**config.mk**
```make
export PLATFORM = sky130hd
export DESIGN_NAME = bresenham_line_rasterizer_top
export DESIGN_NICKNAME = d
export VERILOG_FILES = /design/src/hdl/blr_pkg.sv /design/src/hdl/blr_walker.sv /design/src/hdl/blr_addr.sv /design/src/hdl/bresenham_line_rasterizer_top.sv
export VERILOG_INCLUDE_DIRS = /design/src /design/src/hdl
export SDC_FILE = /design/constraint.sdc
export NUM_CORES = 1
export LEC_CHECK = 0
export BUFFER_PORTS_ARGS = -buffer_cell sky130_fd_sc_hd__clkbuf_2
export CAP_MARGIN = 10
export CORE_MARGIN = 2
export CORE_UTILIZATION = 60
export CTS_BUF_LIST = sky130_fd_sc_hd__clkbuf_8
export DETAILED_ROUTE_END_ITERATION = 12
export PLACE_DENSITY = 0.8
export SETUP_SLACK_MARGIN = 0.1
export SYNTH_ARGS = -nofsm -noshare
export SYNTH_HDL_FRONTEND = slang
export SYNTH_SLANG_ARGS = --single-unit
export TNS_END_PERCENT = 20
```
**constraint.sdc**
```tcl
create_clock -name aclk -period 9.84 [get_ports aclk]
set_input_delay 0.492 -clock aclk [delete_from_list [all_inputs] [get_ports aclk]]
set_output_delay 0.492 -clock aclk [all_outputs]
set_load 0.01 [all_outputs]
```
**src/hdl/bresenham_line_rasterizer_top_assert.svh**
```systemverilog
// Assertion macros for the line rasterizer top level.
// Expects aclk and aresetn in the scope where the macros are used.
`ifndef BRESENHAM_LINE_RASTERIZER_TOP_ASSERT_SVH
`define BRESENHAM_LINE_RASTERIZER_TOP_ASSERT_SVH

// Same-cycle implication, disabled while reset is held.
`define BLR_ASSERT_IMPL(name, ante, cons, msg) \
    name: assert property (@(posedge aclk) disable iff (!aresetn) (ante) |-> (cons)) \
        else $error(msg);

// Next-cycle implication, disabled while reset is held.
`define BLR_ASSERT_NEXT(name, ante, cons, msg) \
    name: assert property (@(posedge aclk) disable iff (!aresetn) (ante) |=> (cons)) \
        else $error(msg);

`endif

```
**src/hdl/blr_pkg.sv**
```systemverilog
// Shared types and constants for the Bresenham line rasterizer.
// No dependencies.
package blr_pkg;

    localparam int FRAME_W             = 13;
    localparam int COLOR_W             = 32;
    localparam int ADDR_W              = 24;
    localparam int COORD_BITS_DEFAULT  = 12;
    localparam int CFG_IDX_W           = 1;

    localparam logic [FRAME_W-1:0] FRAME_WIDTH_RESET  = 13'd800;
    localparam logic [FRAME_W-1:0] FRAME_HEIGHT_RESET = 13'd600;

    // Configuration register indexes.
    localparam logic [CFG_IDX_W-1:0] CFG_FRAME_WIDTH  = 1'd0;
    localparam logic [CFG_IDX_W-1:0] CFG_FRAME_HEIGHT = 1'd1;

    // Kind of input item.
    typedef enum logic {
        REQ_START = 1'b0,
        REQ_STEP  = 1'b1
    } req_t;

    // Control of the pixel stage between the walker and the address stage.
    typedef struct packed {
        logic valid;
        logic last;
    } pix_ctrl_t;

endpackage

```
**src/hdl/blr_walker.sv**
```systemverilog
// Input register and line walker: holds the Bresenham state and emits one pixel per step while a line is active.
// Depends on blr_pkg.
module blr_walker
    import blr_pkg::*;
#(
    parameter int COORD_BITS = COORD_BITS_DEFAULT
) (
    input  logic                         aclk,
    input  logic                         aresetn,
    input  logic                         in_valid,
    output logic                         in_ready,
    input  req_t                         in_req,
    input  logic signed [COORD_BITS-1:0] x_start,
    input  logic signed [COORD_BITS-1:0] y_start,
    input  logic signed [COORD_BITS-1:0] x_end,
    input  logic signed [COORD_BITS-1:0] y_end,
    input  logic        [COLOR_W-1:0]    line_color_in,
    output pix_ctrl_t                    pix_ctrl,
    input  logic                         pix_ready,
    output logic signed [COORD_BITS-1:0] pix_x,
    output logic signed [COORD_BITS-1:0] pix_y,
    output logic        [COLOR_W-1:0]    pix_color
);

    localparam int C = COORD_BITS;

    // Input item register.
    logic                item_valid_reg;
    req_t                item_req_reg;
    logic signed [C-1:0] x0_reg, y0_reg, x1_reg, y1_reg;
    logic [COLOR_W-1:0]  color_in_reg;

    // Line state.
    logic                line_active_reg, line_active_next;
    logic                axes_swapped_reg, axes_swapped_next;
    logic signed [C-1:0] major_pos_reg, major_pos_next;
    logic signed [C-1:0] minor_pos_reg, minor_pos_next;
    logic signed [C-1:0] major_end_reg, major_end_next;
    logic                minor_neg_reg, minor_neg_next;
    logic [C-1:0]        major_delta_reg, major_delta_next;
    logic [C-1:0]        minor_delta_reg, minor_delta_next;
    logic [C:0]          error_acc_reg, error_acc_next;
    logic [COLOR_W-1:0]  held_color_reg, held_color_next;

    // Pixel register.
    logic                pix_valid_reg, pix_valid_next;
    logic                pix_last_reg;
    logic signed [C-1:0] pix_x_reg, pix_y_reg;
    logic [COLOR_W-1:0]  pix_color_reg;

    logic emit, pix_free, item_done, is_last;

    // Setup terms for a start item.
    logic signed [C:0]   dx, dy, dmaj, dmin;
    logic [C:0]          adx, ady;
    logic                steep, flip;
    logic signed [C-1:0] a0, b0, a1, b1;
    logic [C:0]          err_sum;

    assign dx    = {x1_reg[C-1], x1_reg} - {x0_reg[C-1], x0_reg};
    assign dy    = {y1_reg[C-1], y1_reg} - {y0_reg[C-1], y0_reg};
    assign adx   = dx[C] ? (~dx + 1'b1) : dx;
    assign ady   = dy[C] ? (~dy + 1'b1) : dy;
    assign steep = ady > adx;
    assign dmaj  = steep ? dy : dx;
    assign dmin  = steep ? dx : dy;
    assign flip  = dmaj[C];
    assign a0    = steep ? y0_reg : x0_reg;
    assign b0    = steep ? x0_reg : y0_reg;
    assign a1    = steep ? y1_reg : x1_reg;
    assign b1    = steep ? x1_reg : y1_reg;

    // Handshake between the input register and the pixel register.
    assign emit      = item_valid_reg && (item_req_reg == REQ_STEP) && line_active_reg;
    assign pix_free  = !pix_valid_reg || pix_ready;
    assign item_done = item_valid_reg && (!emit || pix_free);
    assign in_ready  = !item_valid_reg || item_done;

    assign is_last = major_pos_reg >= major_end_reg;
    assign err_sum = error_acc_reg + {1'b0, minor_delta_reg};

    // Next line state.
    always_comb begin
        line_active_next  = line_active_reg;
        axes_swapped_next = axes_swapped_reg;
        major_pos_next    = major_pos_reg;
        minor_pos_next    = minor_pos_reg;
        major_end_next    = major_end_reg;
        minor_neg_next    = minor_neg_reg;
        major_delta_next  = major_delta_reg;
        minor_delta_next  = minor_delta_reg;
        error_acc_next    = error_acc_reg;
        held_color_next   = held_color_reg;
        if (item_done && (item_req_reg == REQ_START)) begin
            line_active_next  = 1'b1;
            axes_swapped_next = steep;
            major_pos_next    = flip ? a1 : a0;
            minor_pos_next    = flip ? b1 : b0;
            major_end_next    = flip ? a0 : a1;
            // Minor direction after ordering the endpoints by the major axis.
            minor_neg_next    = flip ? !dmin[C] : (dmin[C] || (dmin == '0));
            major_delta_next  = steep ? ady[C-1:0] : adx[C-1:0];
            minor_delta_next  = steep ? adx[C-1:0] : ady[C-1:0];
            error_acc_next    = '0;
            held_color_next   = color_in_reg;
        end else if (item_done && emit) begin
            if (is_last) begin
                line_active_next = 1'b0;
            end else begin
                if (err_sum >= {1'b0, major_delta_reg}) begin
                    minor_pos_next = minor_neg_reg ? (minor_pos_reg - 1'b1)
                                                   : (minor_pos_reg + 1'b1);
                    error_acc_next = err_sum - {1'b0, major_delta_reg};
                end else begin
                    error_acc_next = err_sum;
                end
                major_pos_next = major_pos_reg + 1'b1;
            end
        end
    end

    assign pix_valid_next = pix_free ? emit : pix_valid_reg;

    // Control registers.
    always_ff @(posedge aclk) begin
        if (!aresetn) begin
            item_valid_reg    <= 1'b0;
            pix_valid_reg     <= 1'b0;
            line_active_reg   <= 1'b0;
            axes_swapped_reg  <= 1'b0;
            major_pos_reg     <= '0;
            minor_pos_reg     <= '0;
            major_end_reg     <= '0;
            minor_neg_reg     <= 1'b0;
            major_delta_reg   <= '0;
            minor_delta_reg   <= '0;
            error_acc_reg     <= '0;
            held_color_reg    <= '0;
        end else begin
            if (in_ready) begin
                item_valid_reg <= in_valid;
            end
            pix_valid_reg     <= pix_valid_next;
            line_active_reg   <= line_active_next;
            axes_swapped_reg  <= axes_swapped_next;
            major_pos_reg     <= major_pos_next;
            minor_pos_reg     <= minor_pos_next;
            major_end_reg     <= major_end_next;
            minor_neg_reg     <= minor_neg_next;
            major_delta_reg   <= major_delta_next;
            minor_delta_reg   <= minor_delta_next;
            error_acc_reg     <= error_acc_next;
            held_color_reg    <= held_color_next;
        end
    end

    // Input payload is captured on every transfer.
    always_ff @(posedge aclk) begin
        if (in_ready && in_valid) begin
            item_req_reg <= in_req;
            x0_reg       <= x_start;
            y0_reg       <= y_start;
            x1_reg       <= x_end;
            y1_reg       <= y_end;
            color_in_reg <= line_color_in;
        end
    end

    // Pixel payload, swapped back to screen axes.
    always_ff @(posedge aclk) begin
        if (pix_free && emit) begin
            pix_x_reg     <= axes_swapped_reg ? minor_pos_reg : major_pos_reg;
            pix_y_reg     <= axes_swapped_reg ? major_pos_reg : minor_pos_reg;
            pix_color_reg <= held_color_reg;
            pix_last_reg  <= is_last;
        end
    end

    assign pix_ctrl.valid = pix_valid_reg;
    assign pix_ctrl.last  = pix_last_reg;
    assign pix_x          = pix_x_reg;
    assign pix_y          = pix_y_reg;
    assign pix_color      = pix_color_reg;

endmodule

```
**src/hdl/blr_addr.sv**
```systemverilog
// Address stage: window bounds check, frame-buffer address and the output register.
// Depends on blr_pkg.
module blr_addr
    import blr_pkg::*;
#(
    parameter int COORD_BITS = COORD_BITS_DEFAULT
) (
    input  logic                         aclk,
    input  logic                         aresetn,
    input  logic [FRAME_W-1:0]           frame_width,
    input  logic [FRAME_W-1:0]           frame_height,
    input  pix_ctrl_t                    pix_ctrl,
    output logic                         pix_ready,
    input  logic signed [COORD_BITS-1:0] pix_x,
    input  logic signed [COORD_BITS-1:0] pix_y,
    input  logic        [COLOR_W-1:0]    pix_color,
    output logic                         out_valid,
    input  logic                         out_ready,
    output logic signed [COORD_BITS-1:0] out_x,
    output logic signed [COORD_BITS-1:0] out_y,
    output logic        [COLOR_W-1:0]    out_color,
    output logic        [ADDR_W-1:0]     out_addr,
    output logic                         out_visible,
    output logic                         out_last
);

    localparam int C      = COORD_BITS;
    localparam int CMP_W  = (C > FRAME_W) ? C : FRAME_W;
    localparam int PROD_W = FRAME_W + C;
    localparam int CALC_W = (PROD_W + 1 > ADDR_W) ? PROD_W + 1 : ADDR_W;

    logic                out_valid_reg;
    logic signed [C-1:0] out_x_reg, out_y_reg;
    logic [COLOR_W-1:0]  out_color_reg;
    logic [ADDR_W-1:0]   out_addr_reg, addr_next;
    logic                out_visible_reg, visible_next;
    logic                out_last_reg;

    logic [C-1:0]        x_u, y_u;
    logic                x_in, y_in;
    logic [PROD_W-1:0]   prod;
    logic [CALC_W-1:0]   sum;

    assign x_u = $unsigned(pix_x);
    assign y_u = $unsigned(pix_y);

    // Inside the window when not negative and below the frame size.
    assign x_in = !pix_x[C-1] && (CMP_W'(x_u) < CMP_W'(frame_width));
    assign y_in = !pix_y[C-1] && (CMP_W'(y_u) < CMP_W'(frame_height));
    assign visible_next = x_in && y_in;

    // Row stride times row plus column, wrapped to the address width.
    assign prod      = PROD_W'(frame_width) * PROD_W'(y_u);
    assign sum       = CALC_W'(prod) + CALC_W'(x_u);
    assign addr_next = visible_next ? sum[ADDR_W-1:0] : '0;

    assign pix_ready = !out_valid_reg || out_ready;

    always_ff @(posedge aclk) begin
        if (!aresetn) begin
            out_valid_reg <= 1'b0;
        end else if (pix_ready) begin
            out_valid_reg <= pix_ctrl.valid;
        end
    end

    // Result payload loads on each transfer from the pixel stage.
    always_ff @(posedge aclk) begin
        if (pix_ready && pix_ctrl.valid) begin
            out_x_reg       <= pix_x;
            out_y_reg       <= pix_y;
            out_color_reg   <= pix_color;
            out_addr_reg    <= addr_next;
            out_visible_reg <= visible_next;
            out_last_reg    <= pix_ctrl.last;
        end
    end

    assign out_valid   = out_valid_reg;
    assign out_x       = out_x_reg;
    assign out_y       = out_y_reg;
    assign out_color   = out_color_reg;
    assign out_addr    = out_addr_reg;
    assign out_visible = out_visible_reg;
    assign out_last    = out_last_reg;

endmodule

```
**src/hdl/bresenham_line_rasterizer_top.sv**
```systemverilog
// Top level of the Bresenham line rasterizer: stream ports, frame registers, two stages.
// Depends on blr_pkg, blr_walker, blr_addr and bresenham_line_rasterizer_top_assert.svh.
//
// A start transfer (tuser low) loads two endpoints and a color and produces no
// output; each step transfer (tuser high) then produces one pixel until the pixel
// with tlast set, and steps while no line is active are dropped. The block takes
// one item per clock and emits one pixel per clock while the result stream does not
// stall: the whole error-term update of the walker is combinational, and the
// multiply for the address sits in its own stage behind it. The step transfer loads
// the input register; the pixel then passes the pixel register and the output
// register before it is valid on the result stream. Frame registers must be written
// through the cfg port only while no items are in flight, by the user; the block
// does not enforce this.
`include "bresenham_line_rasterizer_top_assert.svh"

module bresenham_line_rasterizer_top
    import blr_pkg::*;
#(
    parameter int COORD_BITS = COORD_BITS_DEFAULT
) (
    input  logic                 aclk,
    input  logic                 aresetn,
    // Input stream.
    input  logic                 s_tvalid,
    output logic                 s_tready,
    // tdata from bit 0: x_start, y_start, x_end, y_end, line_color_in, zero fill.
    input  logic [((4*COORD_BITS+COLOR_W+7)/8)*8-1:0] s_tdata,
    // tuser: req_type.
    input  logic                 s_tuser,
    // Result stream.
    output logic                 m_tvalid,
    input  logic                 m_tready,
    // tdata from bit 0: pixel_x, pixel_y, pixel_color, pixel_address, zero fill.
    output logic [((2*COORD_BITS+COLOR_W+ADDR_W+7)/8)*8-1:0] m_tdata,
    // tuser: pixel_visible.
    output logic                 m_tuser,
    output logic                 m_tlast,
    // Register write port.
    input  logic                 cfg_wr_en,
    input  logic [CFG_IDX_W-1:0] cfg_addr,
    input  logic [FRAME_W-1:0]   cfg_wdata
);

    localparam int C        = COORD_BITS;
    localparam int M_DATA_W = ((2*COORD_BITS+COLOR_W+ADDR_W+7)/8)*8;

    logic [FRAME_W-1:0] frame_width_reg;
    logic [FRAME_W-1:0] frame_height_reg;

    pix_ctrl_t           pix_ctrl;
    logic                pix_ready;
    logic signed [C-1:0] pix_x, pix_y;
    logic [COLOR_W-1:0]  pix_color;

    logic signed [C-1:0] out_x, out_y;
    logic [COLOR_W-1:0]  out_color;
    logic [ADDR_W-1:0]   out_addr;
    logic                out_visible, out_last;

    // Frame size registers.
    always_ff @(posedge aclk) begin
        if (!aresetn) begin
            frame_width_reg  <= FRAME_WIDTH_RESET;
            frame_height_reg <= FRAME_HEIGHT_RESET;
        end else if (cfg_wr_en) begin
            case (cfg_addr)
                CFG_FRAME_WIDTH:  frame_width_reg  <= cfg_wdata;
                CFG_FRAME_HEIGHT: frame_height_reg <= cfg_wdata;
                default: ;
            endcase
        end
    end

    // Line state and pixel generation.
    blr_walker #(
        .COORD_BITS(COORD_BITS)
    ) u_walker (
        .aclk         (aclk),
        .aresetn      (aresetn),
        .in_valid     (s_tvalid),
        .in_ready     (s_tready),
        .in_req       (req_t'(s_tuser)),
        .x_start      (s_tdata[0*C +: C]),
        .y_start      (s_tdata[1*C +: C]),
        .x_end        (s_tdata[2*C +: C]),
        .y_end        (s_tdata[3*C +: C]),
        .line_color_in(s_tdata[4*C +: COLOR_W]),
        .pix_ctrl     (pix_ctrl),
        .pix_ready    (pix_ready),
        .pix_x        (pix_x),
        .pix_y        (pix_y),
        .pix_color    (pix_color)
    );

    // Bounds check, address and output register.
    blr_addr #(
        .COORD_BITS(COORD_BITS)
    ) u_addr (
        .aclk        (aclk),
        .aresetn     (aresetn),
        .frame_width (frame_width_reg),
        .frame_height(frame_height_reg),
        .pix_ctrl    (pix_ctrl),
        .pix_ready   (pix_ready),
        .pix_x       (pix_x),
        .pix_y       (pix_y),
        .pix_color   (pix_color),
        .out_valid   (m_tvalid),
        .out_ready   (m_tready),
        .out_x       (out_x),
        .out_y       (out_y),
        .out_color   (out_color),
        .out_addr    (out_addr),
        .out_visible (out_visible),
        .out_last    (out_last)
    );

    // Result packing.
    assign m_tdata = M_DATA_W'({out_addr, out_color, out_y, out_x});
    assign m_tuser = out_visible;
    assign m_tlast = out_last;

    // Checks on the pipeline and the result fields.
    `BLR_ASSERT_IMPL(a_hidden_addr_zero, m_tvalid && !m_tuser, out_addr == '0, "hidden addr set")
    `BLR_ASSERT_IMPL(a_visible_not_neg, m_tvalid && m_tuser, !out_x[C-1] && !out_y[C-1], "neg pixel")
    `BLR_ASSERT_IMPL(a_stall_only_when_full, !s_tready, m_tvalid && !m_tready, "early stall")

endmodule
```
==> metrics.yaml, run 1 <==
critical_path:
  startpoint_type: "register"
  r2r_start: "u_walker.x1_reg[0]"
  path_class: "register to register"
  rr_worst_depth: 22
  worstSetupStartpoint: "u_walker.x1_reg[0]"
  required_ns: 10.39
  critPathCapture: "u_walker.minor_pos_reg[2]"
  crit_fanout: 61
  critPathArrivalTime_ns: 7.26
  r2r_slack_ns: 3.12
  critPathCaptureType: "register"
  r2r_end: "u_walker.minor_pos_reg[2]"
logic_synthesis:
  synth_cell_types: 79
  synth_seq_area_share: 0.407
  synth_nets: 2703
  synth_edf_count: 220
  synth.avg_cell_area_um2: 9.97
  netlist_instances: 2302
  yosysWarnings: 0
  synth_ff_type: "edfxtp_1"
  postSynthRegisterBits: 357
  synthArstFlopShare: 0
  syn_area_um2: 22900
sta:
  tightest_slew_ns: 1.04
  hold_viol: 0
  skew_ns: 0.0334
  rsz0062_at_grt: "no"
  slew-limit-headroom: 0.304
  setup_viol: 0
  finalCriticalPeriod_ns: 6.72
  tns_ns: 0
  fmax_ghz: 0.149
  finalCritPeriodShare: 0.683
  drv_slew: 0
  holdWs_ns: 0.0242
routing:
  routedWlPerCell_um: 19.3
  antenna_left: 0
  vias: 17900
  dr.pass1.iters: 7
  drc: 0
  vias_per_cell: 5.80
  first_iter_violations: 1418
  drt_wl_total_um: 59500
floorplanning:
  die_w_um: 200
  rows: 71
  die_area_um2: 39800
  fp.dieH_um: 200
  core_area_um2: 37700
  initial_core_util: 0.609
  io_pins: 184
min_path:
  hp-start: "s_tdata[67]"
  hp-class: "primary input to register"
  holdPathStages: 1
placement:
  port_buffers: 183
  dpl.hpwl_um: 42900
  routabilityCongestion: 1.02
  placed_area_um2: 24300
grt:
  track_usage: 0.305
  grt_pass1_wl_um: 94500
  grt_overflow_total: 0
  grt_max_degree: 67
  grt_pass1_vias: 18100
  antenna_found_initial: 0
clock_tree:
  cts_buffer_depth: 3
  clock_sinks: 357
  clk_pin_slew_ns: 0.07
  numCtsBuffers: 57
  ctsResizeCount: 0
  cts_tree: "yes"
  insertion_delay_ns: 0.66
  hold_buffers: 61
  ctsHtreeMaxLevel: 2
  cts_setup_buffers: 0
  clock-root-buffer: "clkbuf_8"
run_status:
  outcome: "finished clean"
layout:
  stdcell_area_um2: 26100
  mostFrequentLayoutCells: "nand2_1 (348), inv_1 (283), edfxtp_1 (220), clkbuf_2 (183), ha_1 (176)"
  n_antenna_cell: 0
  layout_commonest_cell: "nand2_1"
  layout-drive-gt1-share: 0.128
  syn2layout_area_growth_pct: 13.9
  nNetsFinal: 2925
power:
  power.leakage_nw: 11.4
  worst_ir_drop_vdd_mv: 0.172
  power_density_nw_per_um2: 191
job:
  drv_cap: 0
## cells by family after synthesis
| group | count (synthesis) | synth area share |
|---|---|---|
| AOI/OAI and AO/OA | 458 | 0.129 |
| xor gates and xnor gates | 82 | 0.0316 |
| buffers and inverters | 357 | 0.0588 |
| and+or+nand+nor | 668 | 0.132 |
| adders and majority gates | 301 | 0.205 |
| DFF | 357 | 0.407 |
| muxes | 79 | 0.0357 |
## power breakdown
part           switching [mW]  total [mW]  internal [mW]
logic                    1.16        1.91          0.750
registers              0.0876        1.76           1.68
clock network           0.622        1.33          0.706
total                    1.87        5.00           3.13
## cell type report
class / instances / area [µm²]
well taps: 511 / 639
clock buffers: 67 / 922
clock inverters: 40 / 278
multi-input cells: 1588 / 12300
flip-flops and latches: 357 / 9350
fillers: 2876 / 11500
repair buffers: 260 / 1650
inverters: 260 / 976
## worst min path at each step
stage                                 to  slack (ns)
2_1_floorplan        u_addr.out_color[0]        0.40
3_3_place_gp        u_addr.out_color[28]        0.40
3_5_place_dp        u_addr.out_color[15]        0.40
4_1_cts            u_walker.item_req_reg      0.0006
5_1_grt        u_walker.color_in_reg[19]       0.009
6_report       u_walker.color_in_reg[19]        0.02
## Yosys cell counts, drive strengths merged, types with 30 or more instances
library cell | instances | share of area
and2 | 72 | 0.020
o21ai | 76 | 0.017
dfxtp | 137 | 0.12
nor2 | 102 | 0.017
edfxtp | 220 | 0.29
nand2 | 348 | 0.057
clkbuf | 79 | 0.013
inv | 260 | 0.043
nand3 | 30 | 0.0065
xnor2 | 58 | 0.022
fa | 125 | 0.11
o211ai | 49 | 0.016
a21o | 37 | 0.012
mux2i | 57 | 0.025
ha | 176 | 0.096
a21oi | 162 | 0.035
## critical path, cell delays in order, from the launching register on
cell and delay, ns:
edfxtp_1 0.40, inv_1 0.06, ha_1 0.26, fa_1 0.42, nor2b_1 0.20, o2111ai_1 0.20
a31oi_1 0.31, a2bb2oi_1 0.19, a31oi_4 0.18, buf_4 0.60, a41oi_1 0.13, xnor2_1 0.41
ha_1 0.21, nand3_1 0.10, nor3_1 0.39, a21oi_1 0.18, a21oi_4 0.71, buf_4 0.46
mux2i_1 0.23, buf_4 0.25, mux2i_1 0.26, o22ai_1 0.10, a311o_1 0.32
## metal layers
metal / global-route usage / up-vias / wire length [µm]
met1: 0.381 / 8515 / 23100
li1: - / 8378 / -
met2: 0.516 / 782 / 28900
met4: 0.151 / 0 / 3080
met3: 0.0495 / 198 / 4390
met5: 0 / - / 0
## through the flow
stage	std cells	total power, mW	util	worst slack, ns
after detailed placement	2915	3.64	0.646	3.22
after floorplan	2302	3.17	-	4.18
after CTS	3083	4.98	0.694	3.22
after global placement	2915	3.60	0.646	3.40
final	3083	5.00	0.694	3.12
after global routing	3083	5.28	0.694	2.63
Note: power is estimated with default switching activity, not from simulation.
==> inputs of run 2 (changes only) <==
--- a/config.mk
+++ b/config.mk
@@ -9,10 +9,10 @@
 export BUFFER_PORTS_ARGS = -buffer_cell sky130_fd_sc_hd__clkbuf_2
 export CAP_MARGIN = 10
 export CORE_MARGIN = 2
-export CORE_UTILIZATION = 60
+export CORE_UTILIZATION = 57
 export CTS_BUF_LIST = sky130_fd_sc_hd__clkbuf_8
 export DETAILED_ROUTE_END_ITERATION = 12
-export PLACE_DENSITY = 0.8
+export PLACE_DENSITY = 0.79
 export SETUP_SLACK_MARGIN = 0.1
 export SYNTH_ARGS = -nofsm -noshare
 export SYNTH_HDL_FRONTEND = slang
==> constraint.sdc (replaced) <==
create_clock -name aclk -period 6.1 [get_ports aclk]
set_input_delay 0.305 -clock aclk [delete_from_list [all_inputs] [get_ports aclk]]
set_output_delay 0.305 -clock aclk [all_outputs]
set_load 0.01 [all_outputs]
==> metrics.yaml, run 2 (synthesis results as in run 1) <==
layout:
  layout-drive-gt1-share: 0.138  # was 0.128
  mostFrequentLayoutCells: "nand2_1 (348), inv_1 (277), edfxtp_1 (220), clkbuf_2 (183), ha_1 (176)"  # was nand2_1 (348), inv_1 (283), edfxtp_1 (220), clkbuf_2 (183), ha_1 (176)
  stdcell_area_um2: 26700  # was 26,100 µm²
  nNetsFinal: 2988  # was 2,925
  syn2layout_area_growth_pct: 16.4  # was 13.9%
  layout.cells.non_filler: 3162  # was 3,083
  layout_commonest_cell: "nand2_1"  # unchanged
  fin_util: 0.672  # was 0.694
clock_tree:
  cts_buffer_depth: 3  # unchanged
  insertion_delay_ns: 0.69  # was 0.66 ns
  clock_sinks: 357  # unchanged
  numCtsBuffers: 57  # unchanged
  cts_tree: "yes"  # unchanged
  clock-root-buffer: "clkbuf_8"  # unchanged
  clk_pin_slew_ns: 0.06  # was 0.07 ns
  ctsHtreeMaxLevel: 2  # unchanged
sta:
  slew-limit-headroom: 0.246  # was 0.304
  drv_slew: 0  # unchanged
  tightest_slew_ns: 1.13  # was 1.04 ns
  finalCriticalPeriod_ns: 5.81  # was 6.72 ns
  fmax_ghz: 0.172  # was 0.149 GHz
  skew_ns: 0.0591  # was 0.0334 ns
  hold_viol: 0  # unchanged
  setup_viol: 0  # unchanged
  tns_ns: 0  # unchanged
  rsz0062_at_grt: "yes"  # was no
  finalCritPeriodShare: 0.952  # was 0.683
routing:
  routedWlPerCell_um: 19.2  # was 19.3 µm
  vias_per_cell: 5.77  # was 5.80
  dr.pass1.iters: 6  # was 7
  drt_wl_total_um: 60600  # was 59,500 µm
  vias: 18300  # was 17,900
  first_iter_violations: 1725  # was 1,418
  drc: 0  # unchanged
  antenna_left: 0  # unchanged
critical_path:
  critPathArrivalTime_ns: 6.32  # was 7.26 ns
  critPathCaptureType: "register"  # unchanged
  crit_fanout: 5  # was 61
  path_class: "register to register"  # unchanged
  required_ns: 6.62  # was 10.39 ns
  startpoint_type: "register"  # unchanged
floorplanning:
  die_area_um2: 41900  # was 39,800 µm²
  die_w_um: 205  # was 200 µm
  initial_core_util: 0.578  # was 0.609
  core_area_um2: 39700  # was 37,700 µm²
  rows: 73  # was 71
  fp.dieH_um: 205  # was 200 µm
  io_pins: 184  # unchanged
run_status:
  outcome: "finished clean"  # unchanged
job:
  drv_cap: 0  # unchanged
grt:
  track_usage: 0.291  # was 0.305
  grt_pass1_vias: 18500  # was 18,100
  grt_overflow_total: 0  # unchanged
  grt_pass1_wl_um: 96100  # was 94,500 µm
  grt_max_degree: 63  # was 67
  antenna_found_initial: 0  # unchanged
placement:
  placed_area_um2: 24500  # was 24,300 µm²
  routabilityCongestion: 0.952  # was 1.02
  dpl.hpwl_um: 42700  # was 42,900 µm
  post-place-cells: 2950  # was 2,915
  port_buffers: 183  # unchanged
min_path:
  hp-class: "primary input to register"  # unchanged
power:
  worst_ir_drop_vdd_mv: 0.345  # was 0.172 mV
  totalPowerFinal_mw: 8.10  # was 5.00 mW
  power.leakage_nw: 11.7  # was 11.4 nW
  power_density_nw_per_um2: 303  # was 191 nW/µm²
[run 2: changes by cell type in the layout (fill, tap and decap cells not counted), moves of 2 or more]
cell	delta
buf_4	+27
clkbuf_8	-5
clkinv_1	+6
clkinv_2	+2
clkinvlp_4	+3
dfxtp_1	-3
dfxtp_2	+2
dlygate4sd3_1	+35
inv_1	-6
[run 2: layout make-up]
cell class	count	area, µm²
diodes	1	2.50
clock buffers	62	853
clock inverters	46	319
fillers	2978	13000
inverters	260	976
multi-input cells	1588	12300
flip-flops and latches	357	9360
well taps	525	657
repair buffers	323	2220
[run 2: layer usage]
metal  global-route usage  up-vias  share of wire
met4                0.109        0          0.037
li1                     -     8501              -
met5                    0        -              0
met3               0.0507      164          0.071
met2                0.503      765           0.49
met1                0.365     8826           0.40
[run 2: worst paths after layout]
check | from | end | slack (ns) | depth (start not counted)
max | u_walker.pix_y[0] | u_addr.out_addr[23] | 0.29 | 20
min | cfg_addr | frame_width_reg[0] | 0.11 | 4
max reg2reg | u_walker.pix_y[0] | u_addr.out_addr[23] | 0.29 | 20
min reg2reg | u_walker.pix_color[31] | u_addr.out_color[31] | 0.39 | 0
[run 2: timing repair]
action | in CTS | in global routing
endpoints found under the hold margin | 109 | 0
hold buffers | 96 | 0
resized for setup | 0 | 7
buffers inserted | 0 | 7
setup endpoints to repair | 0 | 11
[run 2: through the flow]
| step | setup WS [ns] | hold WS (ns) |
|---|---|---|
| 3_5_place_dp | 0.206 | 0.405 |
| 5_1_grt | 0.0693 | 0.115 |
| 3_3_place_gp | 0.357 | 0.401 |
| 4_1_cts | 0.194 | 0.0602 |
| 2_1_floorplan | 0.437 | 0.400 |
| 6_report | 0.292 | 0.112 |
[run 2: critical path, cell delays in order (launching register included)]
cell      delay, ns
edfxtp_1       0.43
nand2_1        0.11
fa_1           0.56
inv_1          0.06
fa_1           0.47
inv_1          0.06
fa_1           0.51
inv_1          0.06
fa_1           0.56
fa_1           0.42
ha_1           0.36
a21o_1         0.21
a21o_1         0.18
a21o_1         0.22
a221oi_1       0.33
buf_4          0.19
a21oi_1        0.12
o211ai_1       0.22
a31oi_1        0.12
or3_1          0.32
a21oi_1        0.14
[run 2: power breakdown]
part           total, mW  switching [mW]  internal, mW
Clock               2.12            1.04          1.09
Combinational       3.15            1.87          1.28
Sequential          2.84           0.133          2.70
Total               8.10            3.03          5.07
